==> src/rtl/tpgsa_pkg.sv <==
`timescale 1ns / 1ps
// ----------------------------------------------------------------------------
// tpgsa_pkg
// Shared types and constants for the two-part GLM score accumulator.
// ----------------------------------------------------------------------------
package tpgsa_pkg;

    localparam int FRAC_BITS_DEF = 16;
    localparam int DIV_W         = 64;
    localparam int DCNT_W        = $clog2(DIV_W);
    localparam int HORNER_TOP    = 6;

    // 2^f Taylor coefficients, Q30; last entry unused
    localparam logic [29:0] POW2_COEF [0:7] = '{
        30'd744261118, 30'd257941248, 30'd59597083, 30'd10327388,
        30'd1431680,   30'd165394,    30'd16378,    30'd0
    };

    localparam logic signed [32:0] LOG2E_Q30 = 33'sd1549082005;

    localparam logic PART_BIN = 1'b0;
    localparam logic PART_GAM = 1'b1;

    typedef enum logic [4:0] {
        OP_NONE,
        OP_LATCH,
        OP_MUL_ZETA,
        OP_EXP_Y,
        OP_EXP_SPLIT,
        OP_HORNER_MUL,
        OP_HORNER_ADD,
        OP_EXP_FIN,
        OP_DIV_BIN_INIT,
        OP_DIV_Q_INIT,
        OP_DIV_STEP,
        OP_DIV_BIN_END,
        OP_DIV_Q_END,
        OP_GAM_E,
        OP_MUL_SE,
        OP_GAM_V,
        OP_MUL_W,
        OP_SAT_TMP,
        OP_MUL_X,
        OP_ACC,
        OP_EMIT
    } op_t;

    typedef struct packed {
        op_t        op;
        logic       part;
        logic [2:0] idx;
    } cmd_t;

    typedef struct packed {
        logic use_bin;
        logic use_gam;
        logic final_item;
        logic out_free;
    } status_t;

endpackage

==> src/rtl/tpgsa_ctrl.sv <==
`timescale 1ns / 1ps
// ----------------------------------------------------------------------------
// tpgsa_ctrl
// Sequencer: steps the datapath through exp, divide and accumulate ops.
// ----------------------------------------------------------------------------
module tpgsa_ctrl
(
    input  logic               clk,
    input  logic               rst_n,
    input  logic               in_valid,
    output logic               in_stall,
    input  tpgsa_pkg::status_t st,
    output tpgsa_pkg::cmd_t    cmd
);

    typedef enum logic [24:0] {
        S_IDLE    = 25'h0000001,
        S_BIN_CHK = 25'h0000002,
        S_GAM_CHK = 25'h0000004,
        S_FIN_CHK = 25'h0000008,
        S_ZMUL    = 25'h0000010,
        S_EXPY    = 25'h0000020,
        S_SPLIT   = 25'h0000040,
        S_HMUL    = 25'h0000080,
        S_HADD    = 25'h0000100,
        S_FMUL    = 25'h0000200,
        S_EFIN    = 25'h0000400,
        S_DINIT   = 25'h0000800,
        S_DSTEP   = 25'h0001000,
        S_DEND    = 25'h0002000,
        S_GE      = 25'h0004000,
        S_SMUL    = 25'h0008000,
        S_GV      = 25'h0010000,
        S_WMUL    = 25'h0020000,
        S_WSAT    = 25'h0040000,
        S_XMUL    = 25'h0080000,
        S_ACC     = 25'h0100000,
        S_QINIT   = 25'h0200000,
        S_QSTEP   = 25'h0400000,
        S_QEND    = 25'h0800000,
        S_EMIT    = 25'h1000000
    } state_t;

    state_t                         state_reg, state_next;
    logic                           part_reg, part_next;
    logic [2:0]                     hidx_reg, hidx_next;
    logic [tpgsa_pkg::DCNT_W-1:0]   dcnt_reg, dcnt_next;

    always_comb
    begin
        state_next = state_reg;
        part_next  = part_reg;
        hidx_next  = hidx_reg;
        dcnt_next  = dcnt_reg;
        cmd.op     = tpgsa_pkg::OP_NONE;
        cmd.part   = part_reg;
        cmd.idx    = hidx_reg;
        unique case (state_reg)
            S_IDLE:
            begin
                cmd.op = tpgsa_pkg::OP_LATCH;
                if (in_valid)
                    state_next = S_BIN_CHK;
            end
            S_BIN_CHK:
            begin
                part_next  = tpgsa_pkg::PART_BIN;
                state_next = st.use_bin ? S_ZMUL : S_GAM_CHK;
            end
            S_GAM_CHK:
            begin
                part_next  = tpgsa_pkg::PART_GAM;
                state_next = st.use_gam ? S_EXPY : S_FIN_CHK;
            end
            S_FIN_CHK:
            begin
                part_next  = tpgsa_pkg::PART_BIN;
                state_next = st.final_item ? S_QINIT : S_IDLE;
            end
            S_ZMUL:
            begin
                cmd.op     = tpgsa_pkg::OP_MUL_ZETA;
                state_next = S_EXPY;
            end
            S_EXPY:
            begin
                cmd.op     = tpgsa_pkg::OP_EXP_Y;
                state_next = S_SPLIT;
            end
            S_SPLIT:
            begin
                cmd.op     = tpgsa_pkg::OP_EXP_SPLIT;
                hidx_next  = 3'(tpgsa_pkg::HORNER_TOP - 1);
                state_next = S_HMUL;
            end
            S_HMUL:
            begin
                cmd.op     = tpgsa_pkg::OP_HORNER_MUL;
                state_next = S_HADD;
            end
            S_HADD:
            begin
                cmd.op = tpgsa_pkg::OP_HORNER_ADD;
                if (hidx_reg == 3'd0)
                    state_next = S_FMUL;
                else
                begin
                    hidx_next  = hidx_reg - 3'd1;
                    state_next = S_HMUL;
                end
            end
            S_FMUL:
            begin
                cmd.op     = tpgsa_pkg::OP_HORNER_MUL;
                state_next = S_EFIN;
            end
            S_EFIN:
            begin
                cmd.op     = tpgsa_pkg::OP_EXP_FIN;
                state_next = (part_reg == tpgsa_pkg::PART_BIN) ? S_DINIT : S_GE;
            end
            S_DINIT:
            begin
                cmd.op     = tpgsa_pkg::OP_DIV_BIN_INIT;
                dcnt_next  = '0;
                state_next = S_DSTEP;
            end
            S_DSTEP:
            begin
                cmd.op    = tpgsa_pkg::OP_DIV_STEP;
                dcnt_next = dcnt_reg + 1'b1;
                if (&dcnt_reg)
                    state_next = S_DEND;
            end
            S_DEND:
            begin
                cmd.op     = tpgsa_pkg::OP_DIV_BIN_END;
                state_next = S_WMUL;
            end
            S_GE:
            begin
                cmd.op     = tpgsa_pkg::OP_GAM_E;
                state_next = S_SMUL;
            end
            S_SMUL:
            begin
                cmd.op     = tpgsa_pkg::OP_MUL_SE;
                state_next = S_GV;
            end
            S_GV:
            begin
                cmd.op     = tpgsa_pkg::OP_GAM_V;
                state_next = S_WMUL;
            end
            S_WMUL:
            begin
                cmd.op     = tpgsa_pkg::OP_MUL_W;
                state_next = S_WSAT;
            end
            S_WSAT:
            begin
                cmd.op     = tpgsa_pkg::OP_SAT_TMP;
                state_next = S_XMUL;
            end
            S_XMUL:
            begin
                cmd.op     = tpgsa_pkg::OP_MUL_X;
                state_next = S_ACC;
            end
            S_ACC:
            begin
                cmd.op     = tpgsa_pkg::OP_ACC;
                state_next = (part_reg == tpgsa_pkg::PART_BIN) ? S_GAM_CHK : S_FIN_CHK;
            end
            S_QINIT:
            begin
                cmd.op     = tpgsa_pkg::OP_DIV_Q_INIT;
                dcnt_next  = '0;
                state_next = S_QSTEP;
            end
            S_QSTEP:
            begin
                cmd.op    = tpgsa_pkg::OP_DIV_STEP;
                dcnt_next = dcnt_reg + 1'b1;
                if (&dcnt_reg)
                    state_next = S_QEND;
            end
            S_QEND:
            begin
                cmd.op = tpgsa_pkg::OP_DIV_Q_END;
                if (part_reg == tpgsa_pkg::PART_BIN)
                begin
                    part_next  = tpgsa_pkg::PART_GAM;
                    state_next = S_QINIT;
                end
                else
                    state_next = S_EMIT;
            end
            S_EMIT:
            begin
                cmd.op = tpgsa_pkg::OP_EMIT;
                if (st.out_free)
                    state_next = S_IDLE;
            end
            default:
            begin
                state_next = S_IDLE;
            end
        endcase
    end

    assign in_stall = (state_reg != S_IDLE);

    always_ff @(posedge clk or negedge rst_n)
    begin
        if (!rst_n)
        begin
            state_reg <= S_IDLE;
            part_reg  <= tpgsa_pkg::PART_BIN;
            hidx_reg  <= '0;
            dcnt_reg  <= '0;
        end
        else
        begin
            state_reg <= state_next;
            part_reg  <= part_next;
            hidx_reg  <= hidx_next;
            dcnt_reg  <= dcnt_next;
        end
    end

    a_accept_blocks: assert property (@(posedge clk) disable iff (!rst_n)
        (in_valid && !in_stall) |=> in_stall)
        else $error("accepted word did not block input");

    a_div_ends: assert property (@(posedge clk) disable iff (!rst_n)
        (state_reg == S_DSTEP && (&dcnt_reg)) |=> (state_reg == S_DEND))
        else $error("divide loop overran");

endmodule

==> config.mk <==
export PLATFORM = sky130hd
export DESIGN_NAME = tpgsa_ctrl
export DESIGN_NICKNAME = d
export VERILOG_FILES = /design/src/rtl/tpgsa_pkg.sv /design/src/rtl/tpgsa_ctrl.sv
export SDC_FILE = /design/constraint.sdc
export NUM_CORES = 1
export LEC_CHECK = 0
export BUFFER_PORTS_ARGS = -buffer_cell sky130_fd_sc_hd__buf_2
export CAP_MARGIN = 20
export CELL_PAD_IN_SITES_DETAIL_PLACEMENT = 1
export CELL_PAD_IN_SITES_GLOBAL_PLACEMENT = 1
export CORE_MARGIN = 5
export CORE_UTILIZATION = 45
export CTS_CLUSTER_SIZE = 8
export DETAILED_ROUTE_END_ITERATION = 7
export PLACE_DENSITY = 0.84
export SYNTH_ARGS = -nofsm -noshare
export SYNTH_HDL_FRONTEND = slang
export SYNTH_SLANG_ARGS = --single-unit
==> constraint.sdc <==
create_clock -name clk -period 3.1 [get_ports clk]
set_input_delay 0.31 -clock clk [delete_from_list [all_inputs] [get_ports clk]]
set_output_delay 0.31 -clock clk [all_outputs]
set_load 0.1 [all_outputs]
# Yosys cells after proc, flatten, opt, wreduce, memory -nomap -nowiden
# Cells that the tools add are included.
[word_totals] out_inout_bits=10 in_bits=7 regBits=35 wordCells=67
[op_classes] muxes=17 eq_ne=31 reduce_logical=13 n_addsub=2
[ops] op="one-hot mux 25 bit (24 select lines)" count=1
[ops] op="2-to-1 mux 25 bit" count=5
[ops] op="one-hot mux 5 bit (20 select lines)" count=1
[ops] op="== test 25 x 1 -> 1 bit (second input constant)" count=1
[ops] op="== test 25 x 10 -> 1 bit (second input constant)" count=1
[ops] op="== test 25 x 11 -> 1 bit (second input constant)" count=1
[ops] op="== test 25 x 12 -> 1 bit (second input constant)" count=1
[ops] op="== test 25 x 13 -> 1 bit (second input constant)" count=1
[ops] op="== test 25 x 14 -> 1 bit (second input constant)" count=1
[ops] op="== test 25 x 15 -> 1 bit (second input constant)" count=1
[ops] op="== test 25 x 16 -> 1 bit (second input constant)" count=1
[ops] op="== test 25 x 17 -> 1 bit (second input constant)" count=1
[ops] op="== test 25 x 18 -> 1 bit (second input constant)" count=1
[ops] op="== test 25 x 19 -> 1 bit (second input constant)" count=1
[ops] op="== test 25 x 2 -> 1 bit (second input constant)" count=1
[ops] op="== test 25 x 20 -> 1 bit (second input constant)" count=1
[ops] op="== test 25 x 21 -> 1 bit (second input constant)" count=1
[ops] op="== test 25 x 22 -> 1 bit (second input constant)" count=1
[ops] op="== test 25 x 23 -> 1 bit (second input constant)" count=1
[ops] op="== test 25 x 24 -> 1 bit (second input constant)" count=1
[ops] op="== test 25 bit (second input constant)" count=1
[ops] op="== test 25 x 3 -> 1 bit (second input constant)" count=1
[ops] op="== test 25 x 4 -> 1 bit (second input constant)" count=1
[ops] op="== test 25 x 5 -> 1 bit (second input constant)" count=1
[ops] op="other kinds (24)" count=35

# Longest topological paths before layout
[logic_depth] word_depth=3 depth_mapped=8 depth_no_buf=7

# Least setup slack after synthesis
# OpenSTA, ideal clock, no wires.
[synth_path] path_kind="flip-flop to output port" start="reg state_reg[8]" end="out cmd[4] in the netlist's numbering" setup_slack_ps=-524 t_required_ps=2790 path_buffers=1 stages_incl_launch_ff=8 t_arrival_ps=3314 path_cell_list="dfrtp_1 > nor4_4 > nand3_1 > buf_2 > nor3_1 > nand4b_1 > nand4_1 > or2_2"
[synth_lines] element="start, declared" line_no="tpgsa_ctrl.sv:44" rtl="state_t state_reg, state_next;"
[synth_lines] element="start signal, assigned" line_no="tpgsa_ctrl.sv:225" rtl="state_reg <= state_next;"
[synth_lines] element="end, declared" line_no="tpgsa_ctrl.sv:13" rtl="output tpgsa_pkg::cmd_t cmd"

==> results by group <==
Synth
  – Post-Synth XOR/XNOR Area: 2.06%
  – Sequential cell area fraction in the yosys report: 41.2%
  – Main flop type after synthesis: dfrtp_1
  – Mean Syn Cell Area: about 9 µm²
  – Largest family of logic cells by synthesized area: simple AND/OR/NAND/NOR gates
  – Adder-Cell Fraction of Synth Area: 1.76%
  – Synth Warn #: 0
  – Synth Area in Compound Gates: 11.3%
  – Net Count, Synth: roughly 240
  – Distinct cells, synth: 50
  – Cell taking the most area after synthesis: dfrtp_1
  – Synth Area in Simple Gates: 38.6%
  – Mux share of post-synthesis cell area: 0.999%
  – Synth async-reset ratio: 100%
  – Share of Yosys cell area claimed by the top area cell type: 40.0%
  – Post-synthesis cell area: between 0.002 and 0.0025 mm²
  – Top cells by area, synth: dfrtp_1 (40%), nor2_1 (4.8%), nor4_1 (4.1%)
  – Number of flops mapped to enable cells by yosys: 0
  – Synth Register Bits: 35
  – Cells after Synth: 234

Worst setup path
  – Reg2reg start: state_reg[12]
  – Max FO, Critical Path: 11
  – FF-to-FF End: state_reg[0]
  – WS Path Type: reg2out
  – Critical path data required time: around 2.8 ns
  – Data arrival, critical path: 2.70 ns
  – Setup crit end kind: output pin
  – Crit path launch type: flop
  – Reg2reg setup slack: 0.43 ns
  – Path depth of the worst reg2reg path: 8

Timing
  – Final hold vios: 0
  – Final WS setup: 0.0865 ns
  – Period utilization: 97.2%
  – Slew Limit Headroom: a little under half
  – Max-slew violations: 0
  – Worst-Margin Slew: 0.797 ns
  – Maximum clock rate: 332 MHz
  – Unrepaired setup endpoints after global routing: yes
  – Setup_tns: 0 ns
  – Final setup vio count: 0
  – Fin crit period: about 3.0 ns
  – Fin Clk Skew: approximately 0.0043 ns

Floorplan
  – Cell Rows: 25
  – Core area: 0.00466 mm²
  – Die X: 78.8 µm
  – Die H: 78.8 µm
  – Die area: 0.00621 mm²
  – Initial Utilization: a little under half
  – Num ports: 17

Routing
  – DRT iter0 DRCs: 114
  – DRT Wirelength: about 6400 µm
  – Post-DRT Antenna Nets: 0
  – Drt pass-1 iters: 4
  – Per-cell routed wire length: 19.9 µm
  – Via count: 1958
  – Remaining DRCs: 0
  – Via/cell ratio: 6.12

Clocking
  – Cts bufs inserted: 5
  – Post-CTS Repair Setup Buffers: 0
  – Worst-path clk slew: 0.07 ns
  – H-Tree Depth: 2
  – Post-CTS Hold Buffers: 0
  – PostCTS Resize Cnt: 0
  – Clk Tree Root Cell: clkbuf_8
  – Clk Latency, worst-skew pair: 0.29 ns
  – CTS tree: yes
  – Clock sink total: 35
  – Max Buffers Root-to-Sink: 2

Layout
  – Commonest cells after routing, fill and taps aside: dfrtp_1 (34), nor2_1 (27), inv_1 (16)
  – Fillers: 557
  – Antenna Cells: 0
  – Most common library cell in the layout ignoring fill and taps: dfrtp_1
  – Area of the multi-input gates: between 0.001 and 0.0015 mm²
  – Area Growth Syn to Fin: 18.9%
  – Max reg flops: 25
  – Utilization after layout: 54.3%
  – Sequential cell area: 877 µm²
  – Layout cells sized above 1: 21.4%
  – NumNets Final: 275

Global route
  – Grt ovf: 0
  – Initial antenna violation count: 0
  – GRT Total Usage: a little over a fifth
  – Number of global-route vias before repair: between 2000 and 2500
  – Largest net degree at the start of global routing: 36
  – First-pass GRT wire length: between 10000 and 15000 µm

Place
  – DP HPWL: 4750 µm
  – Pre-CTS WS: between 0.4 and 0.5 ns
  – Buffers on Ports: 16
  – Routability congestion estimate: between 0.9 and 1

Power and ir drop
  – Pleak: between 1 and 1.5 nW
  – Pwr Density: between 600 and 700 mW/mm²
  – Power Total: 0.00172 W
  – VDD IR max: 0.659 mV

Worst hold path
  – Hold crit path type: in2async

Outcome
  – Status: finished, final reports clean

Job
  – Maximum capacitance violations: 0
power by group:
part           switching (W)  internal (W)
Sequential         0.0000560      0.000496
Clock               0.000166      0.000158
Combinational       0.000595      0.000253
final cells by class:
type	count	share of cell area [%]
multi-input combinational	179	48.0
clock buffer	7	3.01
timing repair buffer	28	9.09
tap	54	2.67
inverter	16	2.37
sequential	35	34.6
clock inverter	1	0.198
cell usage after synthesis, types with 2 or more instances:
master and number:
nand2_1 15, or2_2 3, nor2_1 27, or4_1 4, and3_1 3, nand4b_1 4
o21ai_0 15, o22ai_1 4, nand3b_1 3, and2_1 2, xnor2_1 4, ha_1 3
nand4_1 9, nor2b_1 2, nand2b_1 5, inv_1 16, nor3_1 13, a21o_1 4
nor4_4 4, dfrtp_1 34, nand3_1 12, a21oi_1 3, or3_1 3, nor4_1 14
nor3b_1 3
critical path, stage by stage (launching register included):
cell and delay (ns):
dfrtp_1 0.46, nor4_4 0.45, nand3_2 0.35, nor3_1 0.39, nand2_1 0.13, nor3b_1 0.27
or2_4 0.18, buf_12 0.16
metal layers:
metal | vias up | routed length [µm] | share of wire (%) | track usage [%]
met5 | - | 0 | 0 | 0
met4 | 0 | 111 | 1.7 | 7.87
met3 | 10 | 255 | 4.0 | 4.88
met2 | 47 | 3210 | 50 | 38.2
met1 | 976 | 2800 | 44 | 26.7
li1 | 925 | - | - | -
through the flow:
step	cell area [µm²]	hold slack [ns]	cells
floorplan	2160	0.0144	234
global placement	2420	0.435	312
detailed placement	2420	0.428	312
CTS	2500	0.118	320
global route	2530	0.164	320
finish	2530	0.0952	320
how the worst max path moves through the flow:
stage	from	to	slack, ns	cells past startpoint
2_1_floorplan	state_reg[12]	cmd[4]	-0.37	7
3_3_place_gp	state_reg[12]	cmd[4]	0.47	7
3_5_place_dp	state_reg[12]	cmd[4]	0.45	7
4_1_cts	state_reg[12]	cmd[4]	0.09	7
5_1_grt	state_reg[12]	cmd[4]	-0.05	7
6_report	state_reg[12]	cmd[4]	0.09	7
kinds of logic (layout without fill, tap and decap cells):
kind of cell / Yosys count / in the layout
AOI/OAI and AO/OA: 35 / 35
xor gates and xnor gates: 5 / 5
adders and majority gates: 3 / 3
buffers and inverters: 20 / 52
DFF: 35 / 35
muxes: 2 / 2
and+or+nand+nor: 134 / 134
Note: power is estimated with default switching activity, not from simulation.
